<file path="src/hdl/escd_pkg.sv">
`timescale 1ns / 1ps
// Shared types and constants for the epoch seconds to calendar date converter.
package escd_pkg;

    localparam int PIPE_DEPTH = 6;

    typedef logic [8:0] yday_t;

    typedef struct packed {
        logic [PIPE_DEPTH-1:0] load;
        logic                  in_stall;
        logic                  out_valid;
    } pipe_ctrl_t;

endpackage

</file>
<file path="src/hdl/escd_pipe_ctrl.sv">
`timescale 1ns / 1ps
// Stage occupancy and load enables for the converter pipeline.
module escd_pipe_ctrl
    import escd_pkg::*;
(
    input  logic       clk,
    input  logic       rst_n,
    input  logic       in_valid,
    input  logic       out_stall,
    output pipe_ctrl_t ctrl
);

    logic [PIPE_DEPTH-1:0] valid_reg;
    logic [PIPE_DEPTH-1:0] valid_next;
    logic [PIPE_DEPTH-1:0] load;

    // a stage may load when empty or when the stage after it moves on
    always_comb
    begin
        load[PIPE_DEPTH-1] = !valid_reg[PIPE_DEPTH-1] || !out_stall;
        for (int i = PIPE_DEPTH - 2; i >= 0; i--)
        begin
            load[i] = !valid_reg[i] || load[i+1];
        end
    end

    always_comb
    begin
        valid_next[0] = load[0] ? in_valid : valid_reg[0];
        for (int i = 1; i < PIPE_DEPTH; i++)
        begin
            valid_next[i] = load[i] ? valid_reg[i-1] : valid_reg[i];
        end
    end

    always_ff @(posedge clk or negedge rst_n)
    begin
        if (!rst_n)
        begin
            valid_reg <= '0;
        end
        else
        begin
            valid_reg <= valid_next;
        end
    end

    assign ctrl.load      = load;
    assign ctrl.in_stall  = !load[0];
    assign ctrl.out_valid = valid_reg[PIPE_DEPTH-1];

endmodule

</file>
<file path="src/hdl/escd_month_walk.sv">
`timescale 1ns / 1ps
// Month and day of month from day of year, by compare against month start days.
module escd_month_walk
    import escd_pkg::*;
(
    input  yday_t       yday,
    input  logic        leap,
    output logic [3:0]  month,
    output logic [4:0]  day_of_month
);

    localparam logic [11:0][8:0] START_COMMON = {
        9'd334, 9'd304, 9'd273, 9'd243, 9'd212, 9'd181,
        9'd151, 9'd120, 9'd90,  9'd59,  9'd31,  9'd0
    };
    localparam logic [11:0][8:0] START_LEAP = {
        9'd335, 9'd305, 9'd274, 9'd244, 9'd213, 9'd182,
        9'd152, 9'd121, 9'd91,  9'd60,  9'd31,  9'd0
    };

    logic [11:0][8:0] start;
    logic [3:0]       cnt;
    yday_t            offset;

    always_comb
    begin
        start = leap ? START_LEAP : START_COMMON;
        cnt   = '0;
        for (int i = 1; i < 12; i++)
        begin
            if (yday >= start[i])
            begin
                cnt = cnt + 4'd1;
            end
        end
        offset = yday - start[cnt];
    end

    assign month        = cnt;
    assign day_of_month = offset[4:0] + 5'd1;

endmodule

</file>
<file path="src/hdl/epoch_seconds_to_calendar_date.sv">
`timescale 1ns / 1ps
// Top level: pipelined conversion of a signed epoch second count to a UTC calendar date.
//
//  channel  | valid       | stall       | payload
//  ---------+-------------+-------------+---------------------------------------------
//  epoch in | epoch_valid | epoch_stall | epoch_seconds
//  date out | date_valid  | date_stall  | valid_res, second .. day_of_year
//
// Six register stages: one beat enters per cycle while epoch_stall is low.
// Latency is set by the chain of reciprocal multiplies (per day, per 4-year period,
// per minute, per hour) and the month compare, one stage each.
// Reset clears only the stage valid bits. A stall at the output holds the full stages;
// empty stages still fill, so epoch_stall rises only once every stage is occupied.
module epoch_seconds_to_calendar_date
    import escd_pkg::*;
(
    input  logic              clk,
    input  logic              rst_n,
    input  logic              epoch_valid,
    output logic              epoch_stall,
    input  logic signed [31:0] epoch_seconds,
    output logic              date_valid,
    input  logic              date_stall,
    output logic              valid_res,
    output logic [5:0]        second,
    output logic [5:0]        minute,
    output logic [4:0]        hour,
    output logic [4:0]        day_of_month,
    output logic [3:0]        month,
    output logic [7:0]        years_since_1900,
    output logic [2:0]        weekday,
    output logic [8:0]        day_of_year
);

    localparam logic [24:0] DAY_RECIP   = 25'd25451659;   // 2^34 / 675
    localparam logic [15:0] QUAD_RECIP  = 16'd45934;      // 2^26 / 1461
    localparam logic [15:0] WEEK_RECIP  = 16'd37450;      // 2^18 / 7
    localparam logic [17:0] MIN_RECIP   = 18'd139811;     // 2^23 / 60
    localparam logic [11:0] HOUR_RECIP  = 12'd2185;       // 2^17 / 60
    localparam logic [7:0]  BASE_YEAR   = 8'd70;
    localparam logic [10:0] END_YEAR1   = 11'd365;
    localparam logic [10:0] END_YEAR2   = 11'd730;
    localparam logic [10:0] END_YEAR3   = 11'd1096;
    localparam logic [14:0] EPOCH_WDAY  = 15'd4;

    pipe_ctrl_t ctrl;

    escd_pipe_ctrl u_ctrl
    (
        .clk       (clk),
        .rst_n     (rst_n),
        .in_valid  (epoch_valid),
        .out_stall (date_stall),
        .ctrl      (ctrl)
    );

    assign epoch_stall = ctrl.in_stall;
    assign date_valid  = ctrl.out_valid;

    // stage A: input register
    logic [30:0] a_t_reg;
    logic        a_neg_reg;

    always_ff @(posedge clk)
    begin
        if (ctrl.load[0])
        begin
            a_t_reg   <= epoch_seconds[30:0];
            a_neg_reg <= epoch_seconds[31];
        end
    end

    // stage B: day count, t / 86400 = (t >> 7) / 675
    logic [48:0] b_prod;
    logic [14:0] b_days_reg;
    logic [16:0] b_tlo_reg;
    logic        b_neg_reg;

    assign b_prod = 49'(a_t_reg[30:7]) * 49'(DAY_RECIP);

    always_ff @(posedge clk)
    begin
        if (ctrl.load[1])
        begin
            b_days_reg <= b_prod[48:34];
            b_tlo_reg  <= a_t_reg[16:0];
            b_neg_reg  <= a_neg_reg;
        end
    end

    // stage C: seconds of day, 4-year period, weekday
    logic [31:0] c_day_secs;
    logic [16:0] c_sod;
    logic [30:0] c_qprod;
    logic [14:0] c_d4;
    logic [30:0] c_wprod;
    logic [12:0] c_q7;
    logic [14:0] c_wrem;
    logic [16:0] c_sod_reg;
    logic [14:0] c_days_reg;
    logic [4:0]  c_quad_reg;
    logic [2:0]  c_wday_reg;
    logic        c_neg_reg;

    assign c_day_secs = 32'(b_days_reg) * 32'd86400;
    assign c_sod      = b_tlo_reg - c_day_secs[16:0];
    assign c_qprod    = 31'(b_days_reg) * 31'(QUAD_RECIP);
    assign c_d4       = b_days_reg + EPOCH_WDAY;
    assign c_wprod    = 31'(c_d4) * 31'(WEEK_RECIP);
    assign c_q7       = c_wprod[30:18];
    assign c_wrem     = c_d4 - 15'(c_q7) * 15'd7;

    always_ff @(posedge clk)
    begin
        if (ctrl.load[2])
        begin
            c_sod_reg  <= c_sod;
            c_days_reg <= b_days_reg;
            c_quad_reg <= c_qprod[30:26];
            c_wday_reg <= c_wrem[2:0];
            c_neg_reg  <= b_neg_reg;
        end
    end

    // stage D: day within period, minutes of day, second
    logic [14:0] d_rem;
    logic [34:0] d_mprod;
    logic [10:0] d_mins;
    logic [16:0] d_srem;
    logic [10:0] d_rem_reg;
    logic [10:0] d_mins_reg;
    logic [5:0]  d_sec_reg;
    logic [4:0]  d_quad_reg;
    logic [2:0]  d_wday_reg;
    logic        d_neg_reg;

    assign d_rem   = c_days_reg - 15'(c_quad_reg) * 15'd1461;
    assign d_mprod = 35'(c_sod_reg) * 35'(MIN_RECIP);
    assign d_mins  = d_mprod[33:23];
    assign d_srem  = c_sod_reg - 17'(d_mins) * 17'd60;

    always_ff @(posedge clk)
    begin
        if (ctrl.load[3])
        begin
            d_rem_reg  <= d_rem[10:0];
            d_mins_reg <= d_mins;
            d_sec_reg  <= d_srem[5:0];
            d_quad_reg <= c_quad_reg;
            d_wday_reg <= c_wday_reg;
            d_neg_reg  <= c_neg_reg;
        end
    end

    // stage E: year and day of year, hour and minute
    logic [1:0]  e_yoff;
    logic [10:0] e_yday;
    logic        e_leap;
    logic [22:0] e_hprod;
    logic [4:0]  e_hour;
    logic [10:0] e_mrem;
    logic [7:0]  e_year_reg;
    yday_t       e_yday_reg;
    logic        e_leap_reg;
    logic [4:0]  e_hour_reg;
    logic [5:0]  e_min_reg;
    logic [5:0]  e_sec_reg;
    logic [2:0]  e_wday_reg;
    logic        e_neg_reg;

    // the third year of each period is the leap year
    always_comb
    begin
        e_leap = 1'b0;
        if (d_rem_reg < END_YEAR1)
        begin
            e_yoff = 2'd0;
            e_yday = d_rem_reg;
        end
        else if (d_rem_reg < END_YEAR2)
        begin
            e_yoff = 2'd1;
            e_yday = d_rem_reg - END_YEAR1;
        end
        else if (d_rem_reg < END_YEAR3)
        begin
            e_yoff = 2'd2;
            e_yday = d_rem_reg - END_YEAR2;
            e_leap = 1'b1;
        end
        else
        begin
            e_yoff = 2'd3;
            e_yday = d_rem_reg - END_YEAR3;
        end
    end

    assign e_hprod = 23'(d_mins_reg) * 23'(HOUR_RECIP);
    assign e_hour  = e_hprod[21:17];
    assign e_mrem  = d_mins_reg - 11'(e_hour) * 11'd60;

    always_ff @(posedge clk)
    begin
        if (ctrl.load[4])
        begin
            e_year_reg <= 8'({d_quad_reg, 2'b00}) + BASE_YEAR + 8'(e_yoff);
            e_yday_reg <= e_yday[8:0];
            e_leap_reg <= e_leap;
            e_hour_reg <= e_hour;
            e_min_reg  <= e_mrem[5:0];
            e_sec_reg  <= d_sec_reg;
            e_wday_reg <= d_wday_reg;
            e_neg_reg  <= d_neg_reg;
        end
    end

    // stage F: month walk and result register
    logic [3:0] f_month;
    logic [4:0] f_mday;

    escd_month_walk u_month
    (
        .yday         (e_yday_reg),
        .leap         (e_leap_reg),
        .month        (f_month),
        .day_of_month (f_mday)
    );

    logic       f_valid_reg;
    logic [5:0] f_sec_reg;
    logic [5:0] f_min_reg;
    logic [4:0] f_hour_reg;
    logic [4:0] f_mday_reg;
    logic [3:0] f_month_reg;
    logic [7:0] f_year_reg;
    logic [2:0] f_wday_reg;
    yday_t      f_yday_reg;

    // negative input: every field zero
    always_ff @(posedge clk)
    begin
        if (ctrl.load[5])
        begin
            if (e_neg_reg)
            begin
                f_valid_reg <= 1'b0;
                f_sec_reg   <= '0;
                f_min_reg   <= '0;
                f_hour_reg  <= '0;
                f_mday_reg  <= '0;
                f_month_reg <= '0;
                f_year_reg  <= '0;
                f_wday_reg  <= '0;
                f_yday_reg  <= '0;
            end
            else
            begin
                f_valid_reg <= 1'b1;
                f_sec_reg   <= e_sec_reg;
                f_min_reg   <= e_min_reg;
                f_hour_reg  <= e_hour_reg;
                f_mday_reg  <= f_mday;
                f_month_reg <= f_month;
                f_year_reg  <= e_year_reg;
                f_wday_reg  <= e_wday_reg;
                f_yday_reg  <= e_yday_reg;
            end
        end
    end

    assign valid_res        = f_valid_reg;
    assign second           = f_sec_reg;
    assign minute           = f_min_reg;
    assign hour             = f_hour_reg;
    assign day_of_month     = f_mday_reg;
    assign month            = f_month_reg;
    assign years_since_1900 = f_year_reg;
    assign weekday          = f_wday_reg;
    assign day_of_year      = f_yday_reg;

endmodule
</file>
<file path="config.mk">
export PLATFORM = sky130hd
export DESIGN_NAME = epoch_seconds_to_calendar_date
export DESIGN_NICKNAME = d
export VERILOG_FILES = /design/src/hdl/escd_pkg.sv /design/src/hdl/escd_pipe_ctrl.sv /design/src/hdl/escd_month_walk.sv /design/src/hdl/epoch_seconds_to_calendar_date.sv
export SDC_FILE = /design/constraint.sdc
export NUM_CORES = 2
export LEC_CHECK = 0
export BUFFER_PORTS_ARGS = -buffer_cell sky130_fd_sc_hd__clkbuf_2
export CAP_MARGIN = 5
export CORE_MARGIN = 5
export CORE_UTILIZATION = 30
export CTS_CLUSTER_SIZE = 25
export DETAILED_ROUTE_END_ITERATION = 10
export PLACE_DENSITY_LB_ADDON = 0.2
export SLEW_MARGIN = 10
export SYNTH_ARGS = -nofsm -noshare
export SYNTH_HDL_FRONTEND = slang
export SYNTH_SLANG_ARGS = --single-unit
</file>
<file path="constraint.sdc">
create_clock -name clk -period 13.6 [get_ports clk]
set_clock_uncertainty 0.15 [all_clocks]
set_input_delay 1.36 -clock clk [delete_from_list [all_inputs] [get_ports clk]]
set_output_delay 1.36 -clock clk [all_outputs]
set_load 0.01 [all_outputs]
</file>
After elaboration in Yosys (flattened, before gate mapping)
Cells that the tools add are included.
W data, S select, Z words.
Storage, ports and cells
  register bits after elaboration: 231
  output and inout port bits: 49
  input port bits: 36
Cells by class
  add/subtract/negate cells: 23
  mux-type cells: 22
  $lt $le $gt $ge: 15
  multiply operators: 10
  reduce and logical (&&, ||, !) cells: 15
Operators by type and width (count)
  $mux W100: 1
  $ge A9 B9 Y1: 11
  $mul A15 B15 Y30 const B: 2
  $mul A24 B25 Y49 const B: 1
  $mux W4: 10
  $add A4 B1 Y4 const B: 9
  $bmux W9 S4: 1
  $mul A17 B18 Y34 const B: 1
  $mux W9: 3
  $mul A11 B12 Y22 const B: 1
  $sub A17 B17 Y17: 1
  $add A15 B3 Y15 const B: 1
  $mul A15 B10 Y10 const B: 1
  $mul A13 B3 Y3 const B: 1
  $sub A6 B6 Y6: 2
  $lt A11 B10 Y1 const B: 1
  $lt A11 B11 Y1 const B: 1
  $lt A11 B9 Y1 const B: 1
  $mul A11 B4 Y4 const B: 1
  $mul A5 B11 Y11 const B: 1
  $sub A11 B11 Y11: 1
  $sub A9 B7 Y9 const B: 1
  $sub A9 B8 Y9 const B: 1
  $sub A9 B9 Y9 const B: 1
  14 further kinds: 30

Depth between registers and ports, before layout
  depth in word-level cells: 27
  mapped depth: 49

Cells and area by module
Synthesis repeated with hierarchy kept, for this count alone.
Unflattened totals
  cell total of the unflattened synthesis: 2824
  area total of the unflattened synthesis: 31177.4 µm²
By module, submodules not included
  epoch_seconds_to_calendar_date: sequential area each 6756.5 µm², instances 1, cells each 2568, area an instance 28992.8 µm²
  escd_month_walk: sequential area each 0.0 µm², instances 1, cells each 234, area an instance 1934.4 µm²
  escd_pipe_ctrl: sequential area each 150.1 µm², instances 1, cells each 22, area an instance 250.2 µm²

Least setup slack after synthesis
No wires, ideal clock.
  path type: register to register
  from: reg e_leap_reg
  to: reg f_mday_reg[4], in the netlist day_of_month[4], data pin
  required time: 13.312 ns
  stages on the path, launching flop included: 49
  buffers on the path: 1
  arrival: 9.021 ns
  path slack: 4.291 ns
  library setup time: 0.138 ns
  period minus slack after synthesis: 9.309 ns
  cells stage by stage: edfxtp_1 -> inv_1 -> ha_1 -> nand2b_1 -> a21o_1 -> a21o_1 -> a311o_1 -> inv_1 -> ha_1 -> and2_1 -> o311a_4 -> a211oi_4 -> ha_1 -> nand2_1 -> o21ai_0 -> ha_1 -> inv_1 -> mux2_2 -> [13 not listed] -> o31a_1 -> xnor2_1 -> a21oi_1 -> ha_1 -> nand2_1 -> xnor2_1 -> xnor2_1 -> clkbuf_1 -> o21ai_0 -> a21oi_1 -> a21oi_1 -> ha_1 -> ha_1 -> a21o_1 -> a21oi_1 -> xnor2_1 -> or4bb_1 -> nand4_1
Between the ends
  word-level cells in the longest chain between the ends: 25
  elaborated cells on any way between the ends: 34
  classes of those cells: 11 x add/sub; 10 x order compare; 13 x mux
Ends and longest elaborated chain
  start: declaration: line epoch_seconds_to_calendar_date.sv:164  | logic e_leap_reg;
  start signal: assignment: line epoch_seconds_to_calendar_date.sv:208  | e_leap_reg <= e_leap;
  $mux W100 (*): line escd_month_walk.sv:27  | start = leap ? START_LEAP : START_COMMON;
  $ge A9 B9 Y1: line escd_month_walk.sv:31  | if (yday >= start[i])
  $mux W4: line escd_month_walk.sv:31
  $add A4 B1 Y4: line escd_month_walk.sv:33  | cnt = cnt + 4'd1;
  $mux W4: line escd_month_walk.sv:31
  $add A4 B1 Y4: line escd_month_walk.sv:33
  $mux W4: line escd_month_walk.sv:31
  $add A4 B1 Y4: line escd_month_walk.sv:33
  [9 not listed]
  $add A4 B1 Y4: line escd_month_walk.sv:33
  $mux W4: line escd_month_walk.sv:31
  $add A4 B1 Y4: line escd_month_walk.sv:33
  $mux W4: line escd_month_walk.sv:31
  $bmux W9 S4 (*): line escd_month_walk.sv:36  | offset = yday - start[cnt];
  $mux W5 (not written as such) (*): line escd_month_walk.sv:36
  $sub A5 B5 Y5 (*): line escd_month_walk.sv:36
  $add A5 B1 Y5 (*): line escd_month_walk.sv:40  | assign day_of_month = offset[4:0] + 5'd1;
  end signal: assignment: line epoch_seconds_to_calendar_date.sv:262  | f_mday_reg <= f_mday;
  end: declaration: line epoch_seconds_to_calendar_date.sv:233  | logic [4:0] f_mday_reg;
Every way passes the cells marked *; elsewhere a longest branch is shown, timed or not. The select of a mux whose other input is x is not followed.
A chain may end at the register's enable or synchronous reset.

Worst setup path in the final report
Ends and elaborated chain as after synthesis.

==> run metrics <==
DRT Pass-1 Iters 5; DPL Wire Length 55100 um; share of layout cells above drive strength 1 between 6 and 7%; Yosys top cell area share 29.1%; final worst-path cycle share 76.9%; dpl ws 3.20 ns; core area 0.101 sq mm; cts bufs inserted 30; endpoint class of the critical path flop; critical path launch point type flop; drc violations 0; Final setup viols 0; TritonCTS clock tree yes; root buffer cell clkbuf_16; max cap viols 0; run status completed; HP Class reg2reg; Filler Cell Count about 10000; Slew Limit Fails 0; gr ovfl total 0; io pins 85; CTS sink count ~230; critical-path maximum fanout 12; GR Util met2 a little over a fifth; fin crit period about 10 ns; cts repair resizes 0; top_reg_cell synth edfxtp_1; Rel. slew slack 22.6%; ANT nets after route 0; Routed WL 64900 um; Horiz. Die Dim 329 um; Bufs on Longest Clock Path 3; Syn Inst Count ~2700; Wirelength per Cell about 15 um; placer congestion estimate about 0.80; sequential share of the synthesized area between 20 and 25%; Die Ht ~330 um; EDFF count, synth approximately 230; library cells used by synthesis a little under 100; Slowest-stage cell, CP xnor2_1; post-place instance area roughly 0.033 sq mm; CTS H-Tree Depth 1; largest net degree at the start of global routing 50; grt met3 use approximately 1.5%; Req. time, crit path around 14 ns; cell taking the most area after synthesis ha_1; Worst-Margin Slew around 1.2 ns; area of the die between 0.1 and 0.15 sq mm; fin area around 0.034 sq mm; final setup margin around 3.1 ns; final hold violation count 0; most frequent CP cell ha_1; Ys Warns 0; Crit Path Category reg2reg; initial antenna violation count 3; number of vias per cell around 4.4; Sum Neg Setup Slack 0 ns; global-route wire length before repair around 110000 um; Initial Util between 30% and 40%; total number of vias roughly 18000; Peak Freq around 96 MHz; clk_lat worst skew between 0.5 and 0.6 ns; Clk pin slew, worst setup/hold paths ~0.060 ns; Crit path arrival time between 10 and 15 ns; Yosys reg bits roughly 230; syn_nets 3805; vias in the first global route 20000; Async S/R FF share, synth approximately 2.6%; drt initial violations 775; # nets final around 3900; Area growth syn-to-layout 10.3%; # Post-CTS Setup Buffers 0; RSZ-0062 raised after global routing no; Row Count around 120; GRT met1 Usage 17.2%; WHS 0.264 ns; Mapped Avg Cell Area between 10 and 15 sq um; Tot GR Track Use 12.5%; n_diodes 0; Post-CTS Hold Fix Bufs 0; Mapped Area about 0.03 sq mm; Top Usage Layer GRT met2; max FFs per register 31; ranking of synthesized cells by area ha_1, fa_1, edfxtp_1; worst stage delay on the critical path roughly 0.7 ns; Port Buffers 84
## worst paths after layout
kind	slack, ns	cells after the start	endpoint	startpoint
max	3.14	48	day_of_month[4]$_SDFFCE_PP0P_	e_leap_reg$_SDFFCE_PN0P_
min	0.26	0	d_wday_reg[2]$_DFFE_PP_	c_wday_reg[2]$_DFFE_PP_
max reg2reg	3.14	48	day_of_month[4]$_SDFFCE_PP0P_	e_leap_reg$_SDFFCE_PN0P_
min reg2reg	0.26	0	d_wday_reg[2]$_DFFE_PP_	c_wday_reg[2]$_DFFE_PP_
max in group asynchronous	12.68	1	u_ctrl.valid_reg[1]$_DFFE_PN0P_	rst_n
min in group asynchronous	0.45	1	u_ctrl.valid_reg[5]$_DFFE_PN0P_	rst_n
## cell usage in the layout, fill, tap and decap left out, drive strengths merged, types with 4 or more instances in the layout
master | Yosys | layout
a211o | 5 | 5
a211oi | 8 | 8
a21boi | 5 | 5
a21o | 48 | 48
a21oi | 90 | 90
a221oi | 5 | 5
a31o | 5 | 5
a31oi | 10 | 10
and2 | 7 | 7
and3 | 12 | 12
buf | 8 | 11
clkbuf | 9 | 121
clkinv | 3 | 12
clkinvlp | 0 | 5
dfrtp | 6 | 6
edfxtp | 225 | 225
fa | 356 | 356
ha | 711 | 711
inv | 627 | 630
nand2 | 56 | 56
nand2b | 19 | 19
nand3 | 15 | 15
nand4 | 16 | 16
nor2 | 81 | 81
nor2b | 47 | 47
nor3 | 21 | 21
o211ai | 4 | 4
o21a | 10 | 10
o21ai | 46 | 46
o21bai | 14 | 14
o22ai | 4 | 4
o31ai | 8 | 8
or2 | 5 | 5
or3 | 6 | 6
xnor2 | 113 | 113
xor2 | 38 | 38
## cell families after synthesis
family / count (synthesis) / share of synthesized area, %
and+or+nand+nor: 299 / 5.15
buffers and inverters: 647 / 8.05
muxes: 6 / 0.209
DFF: 231 / 22.6
xor gates and xnor gates: 153 / 4.74
adders and majority gates: 1067 / 52.5
AOI/OAI and AO/OA: 299 / 6.76
## through the flow
step | cells | util, %
3_3_place_gp | 4148 | 32.2
5_1_grt | 4204 | 33.2
2_1_floorplan | 2702 | -
3_5_place_dp | 4148 | 32.2
6_report | 4204 | 33.2
4_1_cts | 4204 | 33.2
## Yosys cell counts (36+ instances only)
cell type  number
nor2_1         80
o21ai_0        44
xnor2_1       109
a21o_1         47
nand2_1        55
a21oi_1        90
xor2_1         36
ha_1          711
inv_1         626
edfxtp_1      225
fa_1          356
nor2b_1        47
## metal layers
layer  vias up  part of all wire, %
met5         -                0.035
met3        59                  2.9
met2       182                   48
met4         4                  1.3
li1       9197                    -
met1      8854                   48
## critical path, delay by kind of cell, from the launching register on
family,cells,cell delay [ns]
XOR/XNOR,6,1.45
adder cells (fa/ha/maj),9,2.53
AND/OR/NAND/NOR,11,1.66
flip-flops,1,0.46
AO/OA/AOI/OAI,18,3.38
multiplexers,1,0.27
buffers and inverters,3,0.37
## area by class of cell
cell class,count,area [sq um],share of cell area (%)
sequential,231,6910,20.5
clock inverter,19,200,0.594
clock buffer,37,807,2.40
tap,1368,1710,5.08
multi-input combinational,1824,21200,62.9
inverter,630,2370,7.04
timing repair buffer,95,503,1.49
Power is left out: the tool's default activity adds up to more than one toggle a clock period on the data nets, which glitch-free logic cannot reach.
